[config.mk]
export PLATFORM = sky130hd
export DESIGN_NAME = smsu_seg
export DESIGN_NICKNAME = d
export VERILOG_FILES = /design/src/hw/rtl/smsu_pkg.sv /design/src/hw/rtl/smsu_seg.sv
export SDC_FILE = /design/constraint.sdc
export NUM_CORES = 1
export LEC_CHECK = 0
export BUFFER_PORTS_ARGS = -buffer_cell sky130_fd_sc_hd__buf_2
export CORE_ASPECT_RATIO = 1.2
export CORE_MARGIN = 2
export CORE_UTILIZATION = 45
export DETAILED_ROUTE_END_ITERATION = 10
export SLEW_MARGIN = 20
export SYNTH_ARGS = -nofsm -noshare
export SYNTH_HDL_FRONTEND = slang
export SYNTH_SLANG_ARGS = --single-unit
[constraint.sdc]
create_clock -name clk -period 5.6 [get_ports clk]
set_input_delay 1.68 -clock clk [delete_from_list [all_inputs] [get_ports clk]]
set_output_delay 1.68 -clock clk [all_outputs]
set_load 0.01 [all_outputs]
[src/hw/rtl/smsu_pkg.sv]
// shared types, codes and constants of the segmented memory stack unit
package smsu_pkg;

  localparam int MEM_BYTES_DEF = 65536;

  localparam int CFG_IDX_W  = 1;
  localparam int CFG_DATA_W = 16;
  localparam int BASE_IDX_W = 3;
  localparam int BASE_CNT   = 8;

  localparam logic [CFG_IDX_W-1:0] CFG_ADDR_MODE = 1'd0;
  localparam logic [CFG_IDX_W-1:0] CFG_STACK_SEL = 1'd1;

  localparam logic MODE_SHIFTED = 1'b0;
  localparam logic MODE_PROT    = 1'b1;

  localparam logic [2:0] OP_READ      = 3'd0;
  localparam logic [2:0] OP_WRITE     = 3'd1;
  localparam logic [2:0] OP_PUSH      = 3'd2;
  localparam logic [2:0] OP_POP       = 3'd3;
  localparam logic [2:0] OP_SET_SP    = 3'd4;
  localparam logic [2:0] OP_LOAD_BASE = 3'd5;

  localparam logic [1:0] SZ_BYTE = 2'd0;
  localparam logic [1:0] SZ_WORD = 2'd1;

  localparam logic [2:0] NB_BYTE  = 3'd1;
  localparam logic [2:0] NB_WORD  = 3'd2;
  localparam logic [2:0] NB_DWORD = 3'd4;

  typedef struct packed {
    logic [2:0]  op;
    logic [1:0]  access_size;
    logic        use_segment;
    logic [15:0] segment;
    logic [31:0] offset;
    logic [31:0] write_data;
  } in_item_t;

  typedef struct packed {
    logic [31:0] read_data;
    logic [31:0] stack_pointer;
    logic [31:0] phys_address;
    logic        out_of_bounds;
  } out_item_t;

  typedef struct packed {
    logic       rd;
    logic       wr;
    logic [2:0] nbytes;
  } mem_req_t;

endpackage

[src/hw/rtl/smsu_seg.sv]
// segment base table and base selection for address translation
module smsu_seg (
  input  logic        clk,
  input  logic        rst_n,
  input  logic        wr_en,
  input  logic [smsu_pkg::BASE_IDX_W-1:0] wr_idx,
  input  logic [31:0] wr_data,
  input  logic        mode,
  input  logic [15:0] sel,
  output logic [31:0] base
);
  import smsu_pkg::*;

  logic [31:0] bases_r [BASE_CNT];

  always_ff @(posedge clk) begin
    if (!rst_n) begin
      for (int i = 0; i < BASE_CNT; i++) begin
        bases_r[i] <= 32'd0;
      end
    end else if (wr_en) begin
      bases_r[wr_idx] <= wr_data;
    end
  end

  assign base = (mode == MODE_PROT) ? bases_r[sel[BASE_IDX_W-1:0]] : {12'd0, sel, 4'd0};

endmodule

# [Word level (Yosys, flattened, before mapping)]
# Memories as Yosys holds them, arrays and structs flattened.
# Index checks and enable logic that the tools add are counted.
[totals] mem_count=1 inputBits=55 ramBits=256 output_inout_bits=32 elab_cells=10 register_bits=0
[mem_list] memory="bases_r" depth=8 word_bits=32 rd=1 rd_clocked_by_memory_dff=0 write_ports=8 line_no="smsu_seg.sv:14" source="logic [31:0] bases_r [BASE_CNT];"
[op_classes] muxes=8 reduce_logical=1
[op_table] cell="2-to-1 mux 32 bit" count=2
[op_table] cell="OR reduction 32 bit" count=1
[op_table] cell="2-to-1 mux 1 bit" count=5
[op_table] cell="2-to-1 mux 3 bit" count=1

# [Longest topological paths before layout]
# Gate-level depths: netlist of run 1.
[logic_depth] depth_word=5 depth_mapped=7

# [Worst setup path before layout of run 1]
# OpenSTA, ideal clock, no wires.
[synth_path] path_type="in2reg" startpoint="in rst_n" endpoint="mem bases_r[4][0], enable pin" n_path_buf=1 arrival_time_ns=4.369 cell_stages=3 setup_ns=0.466 t_required_ns=5.134 setup_slack_ns=0.766 path_cell_list="clkbuf_2 -> nand3b_1 -> o21ai_0"
[synth_rtl] item="start, declared" line_no="smsu_seg.sv:4" source="input logic rst_n,"
[synth_rtl] item="end, declared" line_no="smsu_seg.sv:14"

# [Worst setup path in the final report of run 1]
[layout_path] startpoint="in sel[1]" endpoint="out base[30]"
[layout_between] elab_chain_len=2
[layout_rtl] item="start, declared" line_no="smsu_seg.sv:9" source="input logic [15:0] sel,"
[layout_rtl] item="memory read (8 x 32 bit)"
[layout_rtl] item="2-to-1 mux 32 bit" line_no="smsu_seg.sv:26" source="assign base = (mode == MODE_PROT) ? bases_r[sel[BASE_IDX_W-1:0]] : {12'd0, sel, 4'd0};"
[layout_rtl] item="end, declared" line_no="smsu_seg.sv:10" source="output logic [31:0] base"
# No other way between the ends.

==> results of run 1 <==
[worst max-delay path: cells and delay by family]
| family | cells | cell delay [ns] |
|---|---|---|
| buf+inv | 3 | 1.02 |
| mux | 1 | 0.37 |
| compound gates | 1 | 0.27 |
[cells in the final DEF (no fill, tap or decap), types with 3 or more instances in the layout]
cell type	n
sky130_fd_sc_hd__a21oi_1	3
sky130_fd_sc_hd__a221o_1	13
sky130_fd_sc_hd__a22o_1	16
sky130_fd_sc_hd__and2_1	256
sky130_fd_sc_hd__buf_12	4
sky130_fd_sc_hd__buf_2	85
sky130_fd_sc_hd__buf_4	17
sky130_fd_sc_hd__clkbuf_1	4
sky130_fd_sc_hd__clkbuf_16	27
sky130_fd_sc_hd__clkinv_1	6
sky130_fd_sc_hd__clkinv_2	5
sky130_fd_sc_hd__edfxtp_1	256
sky130_fd_sc_hd__inv_1	3
sky130_fd_sc_hd__mux2i_1	26
sky130_fd_sc_hd__mux4_2	50
sky130_fd_sc_hd__nand3b_1	3
sky130_fd_sc_hd__nor2_4	6
sky130_fd_sc_hd__o21ai_4	6
sky130_fd_sc_hd__o22ai_1	13
[power breakdown]
part	leakage (uW)	total (uW)	switching [uW]	internal, uW
logic	0.00193	353	203	150
clock network	0.000366	1540	679	866
registers	0.00245	2260	29.8	2230
total	0.00475	4160	911	3240
[cells in the mapped netlist (all sizes together)]
cell type / count / area share [%]
and2: 257 / 14
edfxtp: 256 / 67
mux4: 51 / 10
clkbuf: 29 / 0.96
mux2i: 26 / 2.3
buf: 18 / 1.4
a22o: 16 / 1.2
a221o: 13 / 1.1
o22ai: 13 / 0.71
o21ai: 8 / 0.35
nor2: 7 / 0.23
nand2b: 4 / 0.22
a21oi: 3 / 0.13
inv: 3 / 0.098
nand3b: 3 / 0.20
nand2: 2 / 0.065
nand3: 2 / 0.087
nor3: 2 / 0.17
a31oi: 1 / 0.054
or3b: 1 / 0.076
[logic make-up after synthesis]
group / count (synthesis) / synth area share [%]
buffers and inverters: 50 / 2.47
muxes: 77 / 12.3
and+or+nand+nor: 278 / 15.0
DFF: 256 / 66.7
AOI/OAI and AO/OA: 54 / 3.58
[metrics by stage]
stage / cell area (um^2) / hold WS (ns) / std cells / setup WS [ns] / power [uW]
final: 13200 / 1.51 / 1147 / 0.549 / 4160
after detailed placement: 12400 / 2.04 / 1104 / 0.530 / 2660
after global routing: 13200 / 1.51 / 1146 / 0.476 / 4290
after CTS: 13200 / 1.50 / 1146 / 0.528 / 4180
after floorplan: 11500 / 1.88 / 715 / 0.766 / 2500
after global placement: 12400 / 2.02 / 1104 / 0.529 / 2640
[layer usage]
| layer | part of all wire, % | track usage (%) | vias to the layer above | wire [um] |
|---|---|---|---|---|
| li1 | - | - | 2858 | - |
| met1 | 41 | 27.1 | 3345 | 11200 |
| met2 | 52 | 37.7 | 183 | 14200 |
| met3 | 5.4 | 3.41 | 35 | 1470 |
| met4 | 1.7 | 5.35 | 2 | 467 |
| met5 | 0.047 | 0 | - | 13 |
[area by class of cell]
class | instances | area [um^2]
tap | 330 | 413
fill | 2158 | 12100
timing repair buffer | 106 | 633
clock inverter | 11 | 47.5
sequential | 256 | 7690
antenna | 1 | 2.50
inverter | 3 | 11.3
multi-input combinational | 409 | 3690
clock buffer | 31 | 691
[worst max path at each step]
stage,start,end,slack [ns],cells past startpoint
floorplan,rst_n,bases_r[4][0]$_SDFFCE_PN0P_,0.77,3
global placement,sel[1],base[6],0.53,6
detailed placement,sel[1],base[6],0.53,6
CTS,sel[1],base[6],0.53,6
global route,sel[1],base[6],0.48,6
finish,sel[1],base[30],0.55,5
==> summary.md, run 1 <==
| Metric | Value |
|---|---|
| Unrepaired setup endpoints after global routing | `no` |
| Die X-Extent | `about 150 um` |
| Largest net degree at the start of global routing | `33` |
| Final wirelength | `27400 um` |
| Critical Path Max Stage Delay | `0.47 ns` |
| GRT overflow | `0` |
| Post-Syn Area per Cell | `16.1 um^2` |
| Biggest fanout along the worst timing path | `24` |
| Post-synthesis instance total | `715` |
| Critical Path Most Common Cell | `sky130_fd_sc_hd__buf_2` |
| DR pass1 iterations | `4` |
| Post-CTS Setup Bufs | `0` |
| Fin crit period | `5.05 ns` |
| Unique cell type count in the Yosys netlist | `28` |
| Register area share after synthesis | `about two thirds` |
| Type of the worst setup path | `in2out` |
| Kind of start point of the critical path | `input port` |
| Maximum count of clock buffers along a single path | `3` |
| Placeable core region | `0.0253 mm^2` |
| Flip-flop count of the largest register after layout | `256` |
| TritonCTS Sinks | `256` |
| Crit path cell chain | `buf_2 > buf_4 > mux4_2 > a22o_1 > buf_2` |
| Number of buffers added on ports | `86` |
| Maximum Capacitance Violations | `0` |
| Initial antenna violation count | `2` |
| Chip Height | `approximately 180 um` |
| Final hold violations | `0` |
| Post-cts resize count | `0` |
| Maximum frequency from static timing analysis | `0.198 GHz` |
| Hold path cells | `2` |
| Row Count | `64` |
| Arrival time worst endpoint | `3.37 ns` |
| Starting Density | `45.5%` |
| Max-slew violation count | `0` |
| Post-CTS Hold Fix Bufs | `0` |
| Total negative setup slack | `0 ns` |
| Result of the run | `finished clean` |
| Setup-failing EPs final | `0` |
| Initial DRC Count | `452` |
| Leakage power | `0.00475 uW` |
| Residual DRC | `0` |
| Total of warnings raised by yosys | `0` |
| Drt wl/cell | `23.9 um` |
| Vias in the first global route | `approximately 7100` |
| DR vias | `~6400` |
| I/O pin total | `87` |
| Detailed placer's ending HPWL | `15300 um` |
| Headroom to the max-slew limit | `32.4%` |
| Number of buffers inserted during clock tree synthesis | `26` |
| Finished Core Util | `between 50% and 60%` |
| Worst hold endpoint | `bases_r[0][4]$_SDFFCE_PN0P_` |
| Via/cell ratio | `about 5.6` |
| First-pass GRT wire length | `roughly 42000 um` |
| Share of the clock period used by the worst path after layout | `90.2%` |
| Actual slew at the worst max-slew pin | `1.01 ns` |
| Largest Register | `bases_r` |
| Clock tree from TritonCTS | `yes` |
| Total power divided by cell area | `around 320 mW/mm^2` |
| Total routing resource utilization after global routing | `between 20% and 30%` |
| Clock slew at reported path FFs | `0.06 ns` |
| Largest registers in the final layout | `bases_r x256` |
| Capturing element type of the critical path | `output pin` |
| Slowest cell on the critical path | `sky130_fd_sc_hd__buf_4` |
| Worst path required time | `3.92 ns` |
| Post-Synthesis Net Count | `770` |
| Final weighted congestion in routability-driven placement | `0.704` |
| Maximum level of the CTS H-tree | `1` |
| Layout Area Growth over Synthesis | `14.3%` |
| Nets@finish | `857` |
| Residual antenna-violating net count after detailed routing | `0` |
| Netlist area before placement | `0.0115 mm^2` |
| Clk Tree Root Cell | `sky130_fd_sc_hd__clkbuf_16` |
| Worst IR Drop VDD | `roughly 0.0002 V` |
| Type of the most critical hold path | `in2reg` |
| Area of the die | `0.0269 mm^2` |
| Count of state elements after synthesis | `256` |
| Worst min-delay path startpoint | `wr_data[4]` |
| Ratio of cells with drive above 1 in the final layout | `about a quarter` |
(Power assumes the default switching activity.)
==> run 2: changes to the inputs <==
==> constraint.sdc (replaced) <==
create_clock -name clk -period 5.51 [get_ports clk]
set_input_delay 1.653 -clock clk [delete_from_list [all_inputs] [get_ports clk]]
set_output_delay 1.653 -clock clk [all_outputs]
set_load 0.01 [all_outputs]
==> run 2 against run 1 <==
Net effect: sequential share of layout area decreased by 0.73 points; critical path depth unchanged; power increased by 7.5%; clock power increased by 18%; hold slack got worse by 0.030 ns; final area increased by 1.3%; non-clock buffer count decreased by 1; critical path type unchanged; largest power group unchanged; highest routed layer unchanged.
==> summary.md, run 2 (synthesis results as in run 1) <==
| Metric | Value |
|---|---|
| Post-CTS Hold Fix Bufs | `0` |
| Placeable core region | `~0.025 mm^2` |
| Initial antenna violation count | `2` |
| Slowest cell on the critical path | `sky130_fd_sc_hd__buf_2` |
| Hold path cells | `2` |
| Die X-Extent | `between 150 and 200 um` |
| Crit path buf inv count | `3` |
| Type of the most critical hold path | `in2reg` |
| Detailed placer's ending HPWL | `15100 um` |
| Starting Density | `45.5%` |
| Worst setup slack before clock tree synthesis | `0.570 ns` |
| Post-cts resize count | `0` |
| Initial DRC Count | `413` |
| Cell count along the critical path | `5` |
| Type of the worst setup path | `in2out` |
| Category of cells accounting for the largest share of critical-path delay | `buffers and inverters` |
| Finished Core Util | `between 50% and 60%` |
| Total routing resource utilization after global routing | `between 20% and 30%` |
| Actual slew at the worst max-slew pin | `1.08 ns` |
| Vias in the first global route | `about 7000` |
| I/O pin total | `slightly below 90` |
| Maximum level of the CTS H-tree | `1` |
| Share of the clock period used by the worst path after layout | `88.8%` |
| Drt wl/cell | `24.1 um` |
| Nets@finish | `857` |
| Headroom to the max-slew limit | `about 28%` |
| End of the critical path | `base[19]` |
| Number of buffers added on ports | `86` |
| Worst path required time | `about 3.9 ns` |
| Max-slew violation count | `0` |
| Total power divided by cell area | `335 mW/mm^2` |
| TritonCTS Sinks | `roughly 260` |
| Largest net degree at the start of global routing | `40` |
| Clock tree from TritonCTS | `yes` |
| Worst-case setup margin in the final layout | `0.615 ns` |
| Residual antenna-violating net count after detailed routing | `0` |
| # fillers | `2157` |
| Crit path cell chain | `buf_2 > buf_12 > mux4_2 > a221o_1 > buf_2` |
| Row Count | `64` |
| Met2 global-route usage | `a little under two fifths` |
| Layout Area Growth over Synthesis | `15.7%` |
| Residual DRC | `0` |
| Maximum count of clock buffers along a single path | `3` |
| Maximum Capacitance Violations | `0` |
| Total negative setup slack | `0 ns` |
| Ratio of cells with drive above 1 in the final layout | `25.8%` |
| Critical Path Most Common Cell | `sky130_fd_sc_hd__buf_2` |
| Area of the die | `0.0269 mm^2` |
| Largest Register | `bases_r` |
| Worst IR Drop VDD | `0.000201 V` |
| Critical Path Max Stage Delay | `0.41 ns` |
| First-pass GRT wire length | `41800 um` |
| Setup-failing EPs final | `0` |
| Result of the run | `finished clean` |
| Biggest fanout along the worst timing path | `39` |
| Leakage power | `0.00482 uW` |
| Flip-flop count of the largest register after layout | `between 200 and 300` |
| Kind of start point of the critical path | `input port` |
| Highest-count cells in the layout ignoring fill and taps | `sky130_fd_sc_hd__and2_1, sky130_fd_sc_hd__edfxtp_1, sky130_fd_sc_hd__buf_2` |
| Largest registers in the final layout | `bases_r x256` |
| DR vias | `6512` |
| Final weighted congestion in routability-driven placement | `0.717` |
| Final wirelength | `~28000 um` |
| Number of buffers inserted during clock tree synthesis | `27` |
| Via/cell ratio | `5.65` |
| Chip Height | `179 um` |
| Final hold violations | `0` |
| DR pass1 iterations | `4` |
| Post-CTS Setup Bufs | `0` |
| GRT overflow | `0` |
| Met1 track demand over resource | `28.2%` |
| Critical path origin | `sel[1]` |
| Capturing element type of the critical path | `output pin` |
| Clk Tree Root Cell | `sky130_fd_sc_hd__clkbuf_16` |
| Unrepaired setup endpoints after global routing | `no` |
| Busiest grt layer | `met2` |
| Maximum frequency from static timing analysis | `0.204 GHz` |
| Clock slew at reported path FFs | `around 0.060 ns` |
| Met3 Track Usage GR | `3.46%` |
| Arrival time worst endpoint | `approximately 3.2 ns` |
| Fin crit period | `4.90 ns` |
[run 2: cell type report]
cell class / instances / area (um^2) / area share, %
well taps: 330 / 413 / 3.10
inverters: 3 / 11.3 / 0.0844
multi-input cells: 409 / 3690 / 27.6
clock inverters: 17 / 181 / 1.36
repair buffers: 105 / 663 / 4.97
clock buffers: 31 / 691 / 5.18
flip-flops and latches: 256 / 7690 / 57.6
diodes: 2 / 5.00 / 0.0375
[run 2: worst min path at each step]
stage                           start                      endpoint  slack, ns
after global placement    wr_data[28]  bases_r[7][28]$_SDFFCE_PN0P_       2.00
after detailed placement  wr_data[24]  bases_r[7][24]$_SDFFCE_PN0P_       2.01
after global routing      wr_data[30]  bases_r[2][30]$_SDFFCE_PN0P_       1.48
final                     wr_data[24]  bases_r[7][24]$_SDFFCE_PN0P_       1.48
after floorplan            wr_data[0]   bases_r[0][0]$_SDFFCE_PN0P_       1.85
after CTS                 wr_data[24]  bases_r[7][24]$_SDFFCE_PN0P_       1.46
[run 2: through the flow]
step | power [uW] | hold WS (ns) | cells | instance area, um^2
5_1_grt | 4600 | 1.48 | 1151 | 13300
3_3_place_gp | 2690 | 2.00 | 1103 | 12500
3_5_place_dp | 2700 | 2.01 | 1103 | 12500
4_1_cts | 4490 | 1.46 | 1151 | 13300
2_1_floorplan | 2540 | 1.85 | 715 | 11500
6_report | 4470 | 1.48 | 1153 | 13300
[run 2: where the power goes]
part	internal, uW	total, uW	switching, uW	leakage (uW)
sequential	2260	2290	29.4	0.00245
combinational	155	364	209	0.00194
clock	1080	1810	729	0.000429
total	3500	4470	967	0.00482
[run 2: routing by layer]
layer	vias to the layer above	routed length (um)
met5	-	13
met4	2	483
met3	45	1460
met2	188	14200
met1	3401	11700
li1	2876	-
